`src/rtl/pea_pkg.sv`:
```
// Shared types, constants and helper functions of the polyline end-angle block.
package pea_pkg;

    localparam int MAX_POINTS_DEF   = 1024;
    localparam int CORDIC_STEPS_DEF = 16;

    // Width of the scan start index carried in a job, enough for stores of up to 65536 points
    localparam int IDX_FIELD_W = 16;

    // CORDIC datapath widths: vectors grow by about 1.65 over 33-bit differences
    localparam int CRD_XW = 36;
    localparam int CRD_ZW = 35;

    localparam logic signed [CRD_ZW-1:0] PI_Q30 = 35'sd3373259426;
    localparam logic [15:0]              PI_Q13 = 16'd25736;

    localparam logic [1:0] ST_NORMAL   = 2'd0;
    localparam logic [1:0] ST_SINGLE   = 2'd1;
    localparam logic [1:0] ST_IDENT    = 2'd2;
    localparam logic [1:0] ST_OVERFLOW = 2'd3;

    // atan(2^-i) in Q0.30 radians
    localparam logic [29:0] ATAN_TAB [32] = '{
        30'd843314856, 30'd497837829, 30'd263043836, 30'd133525158, 30'd67021686,
        30'd33543515,  30'd16775850,  30'd8388437,   30'd4194282,   30'd2097149,
        30'd1048575,   30'd524287,    30'd262143,    30'd131071,    30'd65535,
        30'd32767,     30'd16383,     30'd8191,      30'd4095,      30'd2047,
        30'd1023,      30'd511,       30'd255,       30'd127,       30'd63,
        30'd31,        30'd15,        30'd8,         30'd4,         30'd2,
        30'd1,         30'd0
    };

    typedef struct packed {
        logic signed [31:0] x_coord;
        logic signed [31:0] y_coord;
        logic               last_point;
    } in_item_t;

    typedef struct packed {
        logic signed [15:0] begin_angle;
        logic signed [15:0] end_angle;
        logic [1:0]         line_status;
        logic               within_threshold;
    } out_item_t;

    typedef struct packed {
        logic signed [31:0] x;
        logic signed [31:0] y;
    } point_t;

    // One closed line handed from the loader to the angle engine
    typedef struct packed {
        logic [1:0]             status;
        logic                   near_all;
        logic                   bank;
        logic                   do_scan;
        logic [IDX_FIELD_W-1:0] scan_start;
        point_t                 p_first;
        point_t                 p_begin;
        point_t                 p_last;
        point_t                 p_before_last;
    } job_t;

    typedef struct packed {
        logic en;
        logic bank;
    } bank_release_t;

    typedef enum logic [2:0] {
        BK_IDLE,
        BK_BEG_GO,
        BK_BEG_WAIT,
        BK_SCAN,
        BK_END_GO,
        BK_END_WAIT,
        BK_OUT
    } back_state_t;

    typedef enum logic [1:0] {
        CR_IDLE,
        CR_ROT,
        CR_FIN
    } cordic_state_t;

    function automatic logic signed [CRD_ZW-1:0] atan_entry(input logic [4:0] i);
        return $signed({5'b0, ATAN_TAB[i]});
    endfunction

    // True when a and b are more than thr apart on either axis
    function automatic logic differs(input point_t a, input point_t b, input logic [30:0] thr);
        logic signed [32:0] dx;
        logic signed [32:0] dy;
        logic [32:0]        mx;
        logic [32:0]        my;
        dx = 33'(a.x) - 33'(b.x);
        dy = 33'(a.y) - 33'(b.y);
        mx = dx[32] ? 33'(-dx) : 33'(dx);
        my = dy[32] ? 33'(-dy) : 33'(dy);
        return ({2'b0, thr} < mx) || ({2'b0, thr} < my);
    endfunction

endpackage

```
`src/rtl/pea_front.sv`:
```
// Point loader: stores points, tracks first/previous points and closes lines into jobs.
module pea_front import pea_pkg::*; #(
    parameter int MAX_POINTS = MAX_POINTS_DEF,
    localparam int IDX_W = $clog2(MAX_POINTS),
    localparam int CNT_W = $clog2(MAX_POINTS + 1)
) (
    input  logic          clk,
    input  logic          rst_n,
    input  logic          in_valid,
    output logic          in_ready,
    input  in_item_t      in_data,
    input  logic [30:0]   threshold,
    output logic          wr_en,
    output logic [IDX_W:0] wr_addr,
    output point_t        wr_data,
    output logic          push,
    output job_t          push_job,
    input  bank_release_t bank_rel
);

    logic [CNT_W-1:0] cnt_reg, cnt_next;
    logic             ovf_reg, ovf_next;
    logic             bank_reg, bank_next;
    logic [1:0]       busy_reg, busy_next;
    point_t           p0_reg, p0_next;
    point_t           p1_reg, p1_next;
    point_t           prev_reg, prev_next;
    point_t           fd_reg, fd_next;
    logic             fd_found_reg, fd_found_next;
    logic             within_reg, within_next;
    logic             ident_reg, ident_next;

    point_t pt;
    logic   accept;
    logic   store;
    logic   dif;
    logic   same_prev;
    logic   within_fin;
    logic   ident_fin;

    assign pt        = point_t'{x: in_data.x_coord, y: in_data.y_coord};
    assign in_ready  = !busy_reg[bank_reg];
    assign accept    = in_valid && in_ready;
    assign store     = accept && (cnt_reg < CNT_W'(MAX_POINTS));
    assign dif       = differs(pt, p0_reg, threshold);
    assign same_prev = (pt == prev_reg);
    assign within_fin = (cnt_reg == '0) ? 1'b1 : (within_reg && !dif);
    assign ident_fin  = ident_reg && same_prev;

    assign wr_en   = store;
    assign wr_addr = {bank_reg, cnt_reg[IDX_W-1:0]};
    assign wr_data = pt;
    assign push    = accept && in_data.last_point;

    always_comb
    begin
        push_job.bank          = bank_reg;
        push_job.p_first       = p0_reg;
        push_job.p_last        = pt;
        push_job.p_before_last = prev_reg;
        push_job.do_scan       = (cnt_reg >= CNT_W'(2));
        push_job.scan_start    = IDX_FIELD_W'(cnt_reg - CNT_W'(1));
        if (fd_found_reg)
        begin
            push_job.p_begin = fd_reg;
        end
        else if (cnt_reg == CNT_W'(1))
        begin
            push_job.p_begin = pt;
        end
        else
        begin
            push_job.p_begin = p1_reg;
        end
        priority if (ovf_reg || !store)
        begin
            push_job.status = ST_OVERFLOW;
        end
        else if (cnt_reg == '0)
        begin
            push_job.status = ST_SINGLE;
        end
        else if (ident_fin)
        begin
            push_job.status = ST_IDENT;
        end
        else
        begin
            push_job.status = ST_NORMAL;
        end
        push_job.near_all = within_fin && !ovf_reg && store;
    end

    always_comb
    begin
        cnt_next      = cnt_reg;
        ovf_next      = ovf_reg;
        bank_next     = bank_reg;
        busy_next     = busy_reg;
        p0_next       = p0_reg;
        p1_next       = p1_reg;
        prev_next     = prev_reg;
        fd_next       = fd_reg;
        fd_found_next = fd_found_reg;
        within_next   = within_reg;
        ident_next    = ident_reg;

        if (bank_rel.en)
        begin
            busy_next[bank_rel.bank] = 1'b0;
        end

        if (store)
        begin
            if (cnt_reg == '0)
            begin
                p0_next       = pt;
                within_next   = 1'b1;
                ident_next    = 1'b1;
                fd_found_next = 1'b0;
            end
            else
            begin
                within_next = within_reg && !dif;
                ident_next  = ident_fin;
                if (!fd_found_reg && dif)
                begin
                    fd_found_next = 1'b1;
                    fd_next       = pt;
                end
            end
            if (cnt_reg == CNT_W'(1))
            begin
                p1_next = pt;
            end
            prev_next = pt;
            cnt_next  = cnt_reg + CNT_W'(1);
        end
        else if (accept)
        begin
            ovf_next = 1'b1;
        end

        // close the line and hand its bank to the engine
        if (push)
        begin
            cnt_next            = '0;
            ovf_next            = 1'b0;
            bank_next           = !bank_reg;
            busy_next[bank_reg] = 1'b1;
        end
    end

    always_ff @(posedge clk or negedge rst_n)
    begin
        if (!rst_n)
        begin
            cnt_reg  <= '0;
            ovf_reg  <= 1'b0;
            bank_reg <= 1'b0;
            busy_reg <= 2'b00;
        end
        else
        begin
            cnt_reg  <= cnt_next;
            ovf_reg  <= ovf_next;
            bank_reg <= bank_next;
            busy_reg <= busy_next;
        end
    end

    always_ff @(posedge clk)
    begin
        p0_reg       <= p0_next;
        p1_reg       <= p1_next;
        prev_reg     <= prev_next;
        fd_reg       <= fd_next;
        fd_found_reg <= fd_found_next;
        within_reg   <= within_next;
        ident_reg    <= ident_next;
    end

    a_push_free_bank: assert property (@(posedge clk) disable iff (!rst_n)
        push |-> !busy_reg[bank_reg])
        else $error("line closed into a bank still in use");

    a_cnt_range: assert property (@(posedge clk) disable iff (!rst_n)
        cnt_reg <= CNT_W'(MAX_POINTS))
        else $error("point count beyond store depth");

    a_release_busy: assert property (@(posedge clk) disable iff (!rst_n)
        bank_rel.en |-> busy_reg[bank_rel.bank])
        else $error("release of a bank that holds no line");

endmodule

```
`config.mk`:
```
export PLATFORM = sky130hd
export DESIGN_NAME = pea_front
export DESIGN_NICKNAME = d
export VERILOG_FILES = /design/src/rtl/pea_pkg.sv /design/src/rtl/pea_front.sv
export SDC_FILE = /design/constraint.sdc
export NUM_CORES = 1
export LEC_CHECK = 0
export CAP_MARGIN = 20
export CORE_ASPECT_RATIO = 0.7
export CORE_MARGIN = 3
export CORE_UTILIZATION = 58
export CTS_BUF_LIST = sky130_fd_sc_hd__clkbuf_8 sky130_fd_sc_hd__clkbuf_16
export CTS_CLUSTER_DIAMETER = 30
export DETAILED_ROUTE_END_ITERATION = 8
export DONT_BUFFER_PORTS = 1
export PLACE_DENSITY = 0.74
export SYNTH_ARGS = -nofsm -noshare
export SYNTH_HDL_FRONTEND = slang
export SYNTH_SLANG_ARGS = --single-unit
```
`constraint.sdc`:
```
create_clock -name clk -period 11.2 [get_ports clk]
set_input_delay 0 -clock clk [delete_from_list [all_inputs] [get_ports clk]]
set_output_delay 0 -clock clk [all_outputs]
set_load 0.02 [all_outputs]
```
## Word-level counts from Yosys, hierarchy flattened

Cells that the tools add are included.

- Latch bits: 0
- Register bits: 274
- Output and inout bits: 355
- RAM bits: 0
- ROM bits: 0
- Memories kept: 0
- Logic and storage cells: 84
- Input bits: 101

- Divide/modulo/power cells: 0
- Add/subtract/negate cells: 6
- Multiplexer cells: 22
- Equal/unequal tests: 3
- Shift operators: 0
- Bitwise gates (word level): 4
- $lt $le $gt $ge: 8
- $mul: 0
- Reductions and logical operators: 26

Operators by type and width:

| cell | number |
|---|---|
| 64-bit two-way mux | 2 |
| 31-bit by 33-bit less-than comparator with 1-bit output | 2 |
| 33-bit two-way mux | 2 |
| 33-bit negation | 2 |
| 32-bit by 32-bit subtractor with 33-bit output | 2 |
| 64-bit == test | 1 |
| 11-bit two-way mux | 2 |
| 11-bit by 1-bit subtractor with 12-bit output (second input constant) | 1 |
| 11-bit by 1-bit adder with 11-bit output (second input constant) | 1 |
| 11-bit by 1-bit == test with 1-bit output (second input constant) | 1 |
| 11-bit by 2-bit greater-or-equal comparator with 1-bit output (second input constant) | 1 |
| 11-bit zero test | 1 |
| 11-bit less-than comparator (second input constant) | 1 |
| 1-bit logical AND | 10 |
| 2-bit two-way mux | 5 |
| 1-bit two-way mux | 9 |
| 1-bit zero test | 6 |
| 2-bit AND reduction | 3 |
| 2-bit nonzero test | 3 |
| 1-bit by 2-bit less-than comparator with 1-bit output (second input constant) | 2 |
| 3-bit AND reduction | 1 |
| 2-bit bitwise AND | 1 |
| 1-bit demux with 1-bit select | 2 |
| 1-bit greater-or-equal comparator (second input constant) | 2 |
| other kinds (5) | 6 |

## Longest topological paths before layout

Gate-level depths: netlist (run 1).

- Word-level depth: 10
- Depth in mapped cells: 27
- Depth with buffers taken out: 26

## Worst setup path after synthesis (run 1)

Ideal clock, no wire load.

- Path type: flip-flop to flip-flop
- Start: register p0_reg, in the netlist push_job[192]
- End: register fd_reg[0] in the netlist's numbering (enable)
- Slack: 1343 ps
- Arrival time: 9293 ps
- Buffers on the path: 0
- Stages on the path, launching flop included: 25
- Period minus slack after synthesis: 9857 ps
- Library setup time: 565 ps
- Path through: edfxtp_1 > ha_1 > fa_1 > nand2b_1 > a21oi_2 > o21bai_1 > a211o_1 > a21oi_1 > a211oi_1 > nor4_1 > or4b_2 > nor2_1 > nor2_1 > xnor2_1 > ha_1 > a21o_1 > a21o_1 > a21oi_1 > nand2_1 > a21oi_1 > nor2b_1 > o221ai_1 > or3_1 > nor4_4 > nor3_1

- Cells in the longest elaborated chain, start to end: 7

RTL lines:

| element | line | RTL |
|---|---|---|
| start: declaration | pea_front.sv:25 | `point_t p0_reg, p0_next;` |
| start signal: assignment | pea_front.sv:174 | `p0_reg <= p0_next;` |
| 32-bit by 32-bit subtractor with 33-bit output (*) | pea_pkg.sv:96 | `dy = 33'(a.y) - 33'(b.y);` |
| 33-bit negation | pea_pkg.sv:98 | `my = dy[32] ? 33'(-dy) : 33'(dy);` |
| 33-bit two-way mux (*) | pea_pkg.sv:98 |  |
| 31-bit by 33-bit less-than comparator with 1-bit output (*) | pea_pkg.sv:99 | `return ({2'b0, thr} < mx) \|\| ({2'b0, thr} < my);` |
| 1-bit logical OR (*) | pea_pkg.sv:99 |  |
| 1-bit logical AND (*) | pea_front.sv:126 | `if (!fd_found_reg && dif)` |
| 3-bit AND reduction (no source line) (*) | n/a |  |
| end signal: assignment | pea_front.sv:177 | `fd_reg <= fd_next;` |
| end: declaration | pea_front.sv:28 | `point_t fd_reg, fd_next;` |

Mark *: on every way between the ends. The rest lies on a longest branch, timed or not.
A chain may end at the register's enable or synchronous reset.

==> results of run 1 <==
==> metrics by stage <==
stage / setup WS (ns) / power, W / std cells / utilization / hold slack (ns)
4_1_cts: 4.02 / 0.00638 / 2186 / 0.648 / 0.000258
3_3_place_gp: 4.42 / 0.00482 / 2033 / 0.576 / -0.295
2_1_floorplan: 1.34 / 0.00431 / 1803 / - / -0.296
6_report: 3.94 / 0.00643 / 2192 / 0.648 / -0.00689
5_1_grt: 3.51 / 0.00677 / 2189 / 0.648 / 0.0000541
3_5_place_dp: 4.17 / 0.00490 / 2034 / 0.576 / -0.295
==> layer usage <==
metal | GRT usage | routed length [µm]
met1 | 0.519 | 27100
met3 | 0.150 | 9640
met5 | 0 | 22
met4 | 0.115 | 2390
met2 | 0.527 | 27200
==> layout make-up <==
cell class,count,area [µm²],area share
Multi-Input combinational cell,1218,9040,0.441
Sequential cell,274,8150,0.398
Clock buffer,44,1100,0.0537
Timing Repair Buffer,79,787,0.0384
Tap cell,420,526,0.0256
Clock inverter,37,448,0.0218
Inverter,114,433,0.0211
Antenna cell,6,15.0,0.000732
==> worst max-delay path, cell delays in order (launching register included) <==
cell,delay [ns]
edfxtp_1,0.54
ha_1,0.29
fa_1,0.40
nand2b_1,0.20
a21oi_2,0.17
or2_1,0.15
xnor2_1,0.19
and4b_1,0.29
and4bb_1,0.30
or4b_1,0.54
nor3_2,0.43
a21oi_1,0.15
xnor2_1,0.17
ha_1,0.32
nand4_1,0.10
nor2_1,0.15
nand2_1,0.10
nor4_1,0.34
a21oi_1,0.14
o21ai_0,0.10
o221ai_1,0.13
or3_1,0.43
nor4_4,0.67
a31o_1,0.41
==> power groups by stage <==
stage	registers, W	clock network (W)	logic, W
floorplan	0.00185	0	0.00246
global placement	0.00190	0	0.00292
detailed placement	0.00191	0	0.00300
CTS	0.00189	0.00142	0.00306
global route	0.00192	0.00148	0.00337
finish	0.00190	0.00142	0.00311
==> cells in the final DEF, fill, tap and decap left out, drive strengths merged, types with 18 or more instances in the layout <==
cell / n
clkbuf: 44
a21o: 31
nand4: 40
mux2: 109
nand2: 114
xor2: 58
edfxtp: 259
xnor2: 96
nor2: 96
ha: 130
o21ai: 102
nor3: 32
dlygate4sd3: 71
nand3: 32
clkinv: 18
inv: 123
a21oi: 104
==> cells by family after synthesis <==
logic type                 synth area share
and+or+nand+nor                       0.118
AOI/OAI and AO/OA                     0.133
buffers and inverters                0.0911
DFF                                   0.432
xor gates and xnor gates             0.0714
adders and majority gates            0.0883
muxes                                0.0666
==> how the worst max path moves through the flow <==
stage               endpoint  cells after the start
2_1_floorplan      fd_reg[0]                     24
3_3_place_gp      fd_reg[62]                     24
3_5_place_dp      fd_reg[62]                     24
4_1_cts        push_job[274]                     23
5_1_grt        push_job[274]                     23
6_report       push_job[274]                     23
==> what timing repair did <==
action,CTS,global route
hold buffers,71,0
hold endpoints to repair,279,0
gates resized for setup,0,0
==> impl_metrics.json, run 1 <==
{
  "violations": "hold timing",
  "final_hold_viol_count": 1,
  "ir_worst_vdd_mv": 0.203,
  "startpoint": "push_job[192]",
  "place_hpwl_um": 44400,
  "holdPathStages": 5,
  "synth_top_cell_by_area": "edfxtp_1",
  "synth_most_common_cell": "edfxtp_1",
  "min_period_ns": 7.26,
  "rrSetupSlack_ns": 4.03,
  "yosysSeqAreaShare": 0.432,
  "fill_cells": 2431,
  "seq_power_share": 0.296,
  "status": "finished with violations",
  "synth_area_mm2": 0.0189,
  "synth_area_leaders": "edfxtp_1 (41%), ha_1 (8.6%), mux2_2 (6.5%), buf_4 (5.8%), xnor2_1 (4.5%)",
  "start_util": 0.597,
  "rsz0062_at_grt": "no",
  "grt_overflow": 0,
  "cts.sinks": 274,
  "crit_fanout": 6,
  "synth_common_cells": "edfxtp_1 (259), buf_4 (145), ha_1 (130), inv_1 (114), nand2_1 (114)",
  "antenna_found_initial": 11,
  "largest_register_ffs": 128,
  "path_clk_slew_ns": 0.06,
  "area_delta_synth_final_pct": 8.59,
  "root_buffer": "clkbuf_16",
  "endpoint_kind": "primary output",
  "htree_levels": 2,
  "postSynthCellCount": 1803,
  "drc": 0,
  "clock_skew_ns": 0.0372,
  "tns_ns": 0,
  "place_congestion": 0.973,
  "cp_data_required_time_ns": 11.20,
  "internal-power_w": 0.00356,
  "final_antenna_net_count": 0,
  "r2r-end": "fd_reg[62]",
  "rows": 54,
  "clkPwrFrac": 0.221,
  "finalSetupViolations": 0,
  "wl_per_cell_um": 30.3,
  "synth-seq-cells": 274,
  "grt_max_degree": 74,
  "viasPerCell": 6.75,
  "slew_viol_final": 0,
  "r2r_start": "push_job[192]",
  "core_area_mm2": 0.0316,
  "final_nets": 1964,
  "post-route-cell-area_mm2": 0.0205,
  "first_iter_violations": 1826,
  "power_frac_comb": 0.483,
  "worstHoldStart": "in_data[64]",
  "die_area_mm2": 0.0348,
  "layout-drive-gt1-share": 0.125,
  "slew_headroom": 0.227,
  "netlist.area_leader.share": 0.412,
  "max_slew.worst_pin.slew_ns": 1.16,
  "ios": 456,
  "startpoint_type": "flop",
  "swShare": 0.446,
  "io_buffers": 0,
  "whs_endpoint": "ident_reg",
  "whs_ns": -0.00689,
  "timing.fmax_ghz": 0.138,
  "vias": 14800,
  "critPathArrivalTime_ns": 7.26,
  "grt_pass1_wl_um": 95300,
  "placed_area_mm2": 0.0182,
  "r2r_cells": 24,
  "post-route-period-util": 0.648,
  "async_reset_ff_frac": 0.0547,
  "drtPass1Iterations": 6,
  "yosys_warnings": 0,
  "cellPowerDensity_mw_per_mm2": 314,
  "p_leak_nw": 7.91,
  "crit_type": "flop to primary output",
  "cts_tree": "yes",
  "drt_wl_total_um": 66300,
  "grtUsageTotal": 0.370,
  "synth_edf_count": 259,
  "netSwitchingPower_w": 0.00287,
  "grt_pass1_vias": 14100,
  "clockBufferDepth": 3,
  "avgSynthCellArea_um2": 10.5,
  "die_h_um": 157,
  "maxCapViolCount": 0,
  "numCtsBuffers": 44,
  "clk_latency_ns": 0.56,
  "ys.flop_type": "edfxtp_1",
  "postCtsSetupBuffers": 0,
  "die_w_um": 222,
  "syn-num-nets": 2036,
  "hp-class": "input port to flop",
  "synth.distinct_cells": 88
}
(Power assumes the default switching activity.)
==> run 2, diff against run 1 <==
Settings changed: PLACE_DENSITY 0.74 to 0.76.
Clock period 11.2 ns to 6.2 ns, I/O delays scaled along.
==> run 2 against run 1 <==
The flow now finishes without violations; critical endpoint unchanged; non-clock buffer count grew 65; die area unchanged; combinational power up 96%; global-route usage down 2.1 points.
==> impl_metrics.json, run 2 (synthesis gave the netlist of run 1 again) <==
{
  "crit_fanout": 4,
  "r2r_cells": 27,
  "post-route-cell-area_mm2": 0.0214,
  "path_clk_slew_ns": 0.05,
  "final_nets": 2031,
  "final_hold_viol_count": 0,
  "cp_data_required_time_ns": 6.20,
  "core_area_mm2": 0.0316,
  "largest_register_ffs": 128,
  "final_antenna_net_count": 0,
  "final_common_cell": "edfxtp_1",
  "p_leak_nw": 8.35,
  "drtPass1Iterations": 5,
  "die_w_um": 222,
  "first_iter_violations": 1566,
  "drt_wl_total_um": 63700,
  "cts.sinks": 274,
  "ir_worst_vdd_mv": 0.366,
  "viasPerCell": 6.49,
  "grt_pass1_vias": 13700,
  "slew_headroom": 0.252,
  "numCtsBuffers": 46,
  "cpPeakStageDelay_ns": 0.59,
  "grt_max_degree": 100,
  "clockBufferDepth": 3,
  "placed_area_mm2": 0.0186,
  "grt_pass1_wl_um": 90700,
  "endpoint_kind": "primary output",
  "min_period_ns": 5.94,
  "crit_path_top_delay_cell": "a221oi_1",
  "ios": 456,
  "cts_tree": "yes",
  "crit_path_cell_trace": "ha_2 > fa_2 > nand2b_4 > a21oi_4 > o21bai_1 > a211oi_1 > o21ai_1 > a221oi_1 > nor4_2 > or2b_1 > o21ai_2 > xor2_1 > ha_1 > nand4_1 > nor2_1 > nand2_1 > nor4_2 > a21oi_1 > o21ai_1 > o221ai_2 > or3_4 > nor4_4 > buf_6 > a31o_4",
  "tns_ns": 0,
  "place_congestion": 0.949,
  "fin_cells": 2264,
  "crit_type": "flop to primary output",
  "max_slew.worst_pin.slew_ns": 1.12,
  "finalSetupViolations": 0,
  "htree_levels": 2,
  "clock_skew_ns": 0.0377,
  "status": "complete, no violations",
  "power.total_w": 0.0120,
  "io_buffers": 0,
  "dp.cells": 2065,
  "root_buffer": "clkbuf_16",
  "wl_per_cell_um": 28.2,
  "hp-class": "input port to primary output",
  "slew_viol_final": 0,
  "post-route-period-util": 0.959,
  "place_hpwl_um": 43000,
  "grtUsageTotal": 0.348,
  "grt_overflow": 0,
  "vias": 14700,
  "area_delta_synth_final_pct": 13.6,
  "drc": 0,
  "die_h_um": 157,
  "antenna_found_initial": 8,
  "start_util": 0.597,
  "timing.fmax_ghz": 0.168,
  "die_area_mm2": 0.0348,
  "rows": 54,
  "startpoint_type": "flop",
  "final_cell_mix": "edfxtp_1 (259), ha_1 (121), inv_1 (116)",
  "clk_latency_ns": 0.57,
  "holdPathStages": 0,
  "maxCapViolCount": 0,
  "cellPowerDensity_mw_per_mm2": 558,
  "layout-drive-gt1-share": 0.194,
  "critPathArrivalTime_ns": 5.94,
  "fill_cells": 2349
}
[run 2: cell types whose count changed in the layout (fill, tap and decap cells not counted), moves of 5 or more]
cell	before	now
buf_4	6	65
a21oi_1	100	86
a21oi_2	3	15
o21ai_0	98	88
ha_1	130	121
o21ai_1	4	12
ha_2	0	7
inv_8	1	8
bufinv_16	6	0
inv_6	8	14
a211oi_1	13	8
a211oi_2	0	5
[run 2: final timing paths]
| check | start | end | slack (ns) |
|---|---|---|---|
| worst max register to register | push_job[209] | fd_reg[31] | 0.26 |
| worst min-delay path | in_data[29] | push_job[92] | 0.00002 |
| min in group asynchronous | rst_n | bank_reg | 0.49 |
| worst max-delay path | push_job[192] | push_job[274] | 0.26 |
| worst min register to register | busy_reg[1] | busy_reg[1] | 0.56 |
| max in group asynchronous | rst_n | cnt_reg[9] | 5.26 |
[run 2: through the flow]
step                 util  hold slack, ns  setup slack [ns]
detailed placement  0.588          -0.295            0.0555
floorplan               -          -0.296            -0.185
CTS                 0.662        0.000289           0.00781
global route        0.678       0.0000375           -0.0682
global placement    0.588          -0.295             0.384
finish              0.678       0.0000159             0.257
[run 2: timing repair]
action                     CTS  global route
setup endpoints to repair    1            66
hold endpoints to repair   279             0
gates resized for setup      6            65
buffers inserted             6            24
gates cloned                 0             1
pin swaps                    4            22
hold buffers                73             0
[run 2: final cells by class]
cell class                      instances  area (µm²)  area share
Inverter                              114         433      0.0202
Clock buffer                           47        1180      0.0548
Antenna cell                            8        20.0    0.000934
Clock inverter                         39         377      0.0176
Timing Repair Buffer                  144        1330      0.0619
Sequential cell                       274        8150       0.380
Tap cell                              420         526      0.0245
Multi-Input combinational cell       1218        9430       0.440
[run 2: where the power goes]
part / internal (W) / switching [W] / leakage, nW
Combinational: 0.00228 / 0.00381 / 4.94
Sequential: 0.00282 / 0.000536 / 2.63
Clock: 0.00146 / 0.00105 / 0.775
[run 2: routing by layer]
layer,GRT usage,vias up,wire length [µm]
li1,-,6533,-
met1,0.455,7133,25400
met2,0.558,862,28700
met3,0.0968,163,6630
met4,0.141,4,2960
met5,0,-,27
[run 2: worst max-delay path: cells and delay by family (launching register included)]
family          cells  cell delay [ns]
buf+inv             1             0.17
compound gates     10             2.03
fa+ha+maj           3             0.92
flops               1             0.39
xor+xnor            1             0.16
simple gates        9             1.74
==> run 3, diff against run 2 <==
Settings changed: CELL_PAD_IN_SITES_DETAIL_PLACEMENT set to 1, CELL_PAD_IN_SITES_GLOBAL_PLACEMENT set to 2, CORE_UTILIZATION 58 to 37, PLACE_DENSITY 0.76 to not set, PLACE_DENSITY_LB_ADDON set to 0.1.
==> run 3 against run 2 <==
Critical path depth rose by 1; non-clock buffer count increased by 48; sequential share of layout area decreased by 2.3 points; via count increased by 1.5%; power rose by 11%; first-iteration DRC count fell by 30%; final cell count is 14% higher; combinational power grew 8.9%; count of clock-buffer cells in the layout is 14 higher; critical path type unchanged; critical endpoint unchanged; largest cell class unchanged; largest power group unchanged.
==> impl_metrics.json, run 3 (synthesis gave the netlist of run 1 again) <==
{
  "clk_latency_ns": 0.65,
  "drtPass1Iterations": 5,
  "root_buffer": "clkbuf_16",
  "grtUsageTotal": 0.282,
  "vias": 14900,
  "slew_viol_final": 0,
  "post-route-period-util": 0.998,
  "timing.fmax_ghz": 0.162,
  "r2r_start": "push_job[196]",
  "finalSetupViolations": 0,
  "largest_register_ffs": 128,
  "ir_worst_vdd_mv": 0.325,
  "rrSetupSlack_ns": 0.30,
  "die_w_um": 276,
  "maxCapViolCount": 0,
  "first_iter_violations": 1097,
  "min_period_ns": 6.19,
  "placed_area_mm2": 0.0193,
  "cellPowerDensity_mw_per_mm2": 581,
  "final_antenna_net_count": 0,
  "whs_endpoint": "wr_data[39]",
  "clockBufferDepth": 3,
  "htree_levels": 2,
  "endpoint_kind": "primary output",
  "slew_headroom": 0.286,
  "holdPathStages": 0,
  "place_congestion": 0.875,
  "cts.sinks": 274,
  "post-route-cell-area_mm2": 0.0229,
  "numCtsBuffers": 61,
  "grt_max_degree": 69,
  "die_h_um": 195,
  "critPathArrivalTime_ns": 6.19,
  "die_area_mm2": 0.0538,
  "drt_wl_total_um": 77400,
  "antenna_found_initial": 10,
  "rsz0062_at_grt": "yes",
  "crit_fanout": 7,
  "max_slew.worst_pin.slew_ns": 1.07,
  "final_nets": 2094,
  "wl_per_cell_um": 29.9,
  "grt_pass1_vias": 15100,
  "area_delta_synth_final_pct": 21.1,
  "drc": 0,
  "cts_tree": "yes",
  "final_hold_viol_count": 0,
  "grt_overflow": 0,
  "ios": 456,
  "dp.cells": 2366,
  "layout-drive-gt1-share": 0.242,
  "r2r_cells": 27,
  "hp-class": "input port to primary output",
  "grt_pass1_wl_um": 111000,
  "worstHoldStart": "in_data[40]",
  "start_util": 0.379,
  "clock_skew_ns": 0.0691,
  "io_buffers": 0,
  "final_cell_mix": "edfxtp_1 (259), ha_1 (116), inv_1 (114)",
  "crit_type": "flop to primary output",
  "final_common_cell": "edfxtp_1",
  "status": "complete, no violations",
  "cp_data_required_time_ns": 6.20,
  "path_clk_slew_ns": 0.05,
  "fin_cells": 2586,
  "rows": 68,
  "viasPerCell": 5.77,
  "startpoint_type": "flop",
  "p_leak_nw": 8.84,
  "core_area_mm2": 0.0499,
  "place_hpwl_um": 54300,
  "r2r-end": "fd_reg[29]"
}
## run 3: cell type report
class	count	area, µm²
diodes	8	20.0
clock buffers	61	1530
clock inverters	54	617
fillers	5389	27000
inverters	114	433
multi-input cells	1218	9580
flip-flops and latches	274	8150
well taps	665	832
repair buffers	192	1700
## run 3: how the worst max path moves through the flow
stage / startpoint / to / slack (ns) / cells past startpoint
floorplan: push_job[192] / fd_reg[0] / -0.18 / 24
global placement: push_job[193] / fd_reg[14] / -0.13 / 25
detailed placement: push_job[224] / fd_reg[14] / -0.12 / 24
CTS: push_job[192] / push_job[274] / 0.02 / 26
global route: push_job[235] / push_job[274] / -0.32 / 25
finish: push_job[228] / push_job[274] / 0.01 / 25
## run 3: where the power goes
part / internal (W) / switching [W]
logic: 0.00243 / 0.00420
registers: 0.00282 / 0.000491
clock network: 0.00207 / 0.00126
total: 0.00732 / 0.00595
## run 3: metrics by stage
stage                     setup TNS, ns  setup slack (ns)  power (W)  hold slack, ns  utilization
after floorplan                  -11.82            -0.185    0.00782          -0.296            -
after global placement            -7.46            -0.132    0.00940          -0.295        0.388
after detailed placement          -7.08            -0.124    0.00954          -0.295        0.388
after CTS                             0            0.0232     0.0132        0.000303        0.453
after global routing             -0.575            -0.320     0.0141       0.0000409        0.458
final                                 0            0.0106     0.0133       0.0000168        0.458
## run 3: per-layer routing
metal  up-vias  wire (µm)  track usage  part of all wire
li1       6681          -            -                 -
met1      7579      36400        0.421              0.47
met2       566      32200        0.403              0.42
met3        87       7340       0.0845             0.095
met4         4       1420       0.0529             0.018
met5         -         33            0           0.00043
## run 3: worst max-delay path, stage by stage (launching register included)
cell,delay (ns)
edfxtp_1,0.40
inv_1,0.08
ha_2,0.34
a21o_4,0.26
a21oi_4,0.18
a211oi_2,0.10
buf_4,0.15
or2_2,0.29
o311ai_4,0.28
buf_6,0.16
nand4_1,0.28
nor4b_2,0.34
buf_4,0.16
nor2b_4,0.17
a21oi_1,0.10
xnor2_1,0.14
ha_1,0.29
and4_1,0.20
nand4_1,0.19
o2111ai_2,0.24
a21oi_1,0.09
or3_4,0.41
nor4_4,0.17
buf_6,0.19
buf_4,0.13
a31o_4,0.19
## run 3: what timing repair did
action                                  in CTS  in global routing
endpoints found under the setup margin      66                 65
buffers inserted                            19                  5
hold buffers                                72                  0
pin swaps                                   26                 12
resized for setup                           60                 46
hold endpoints to repair                   288                  0
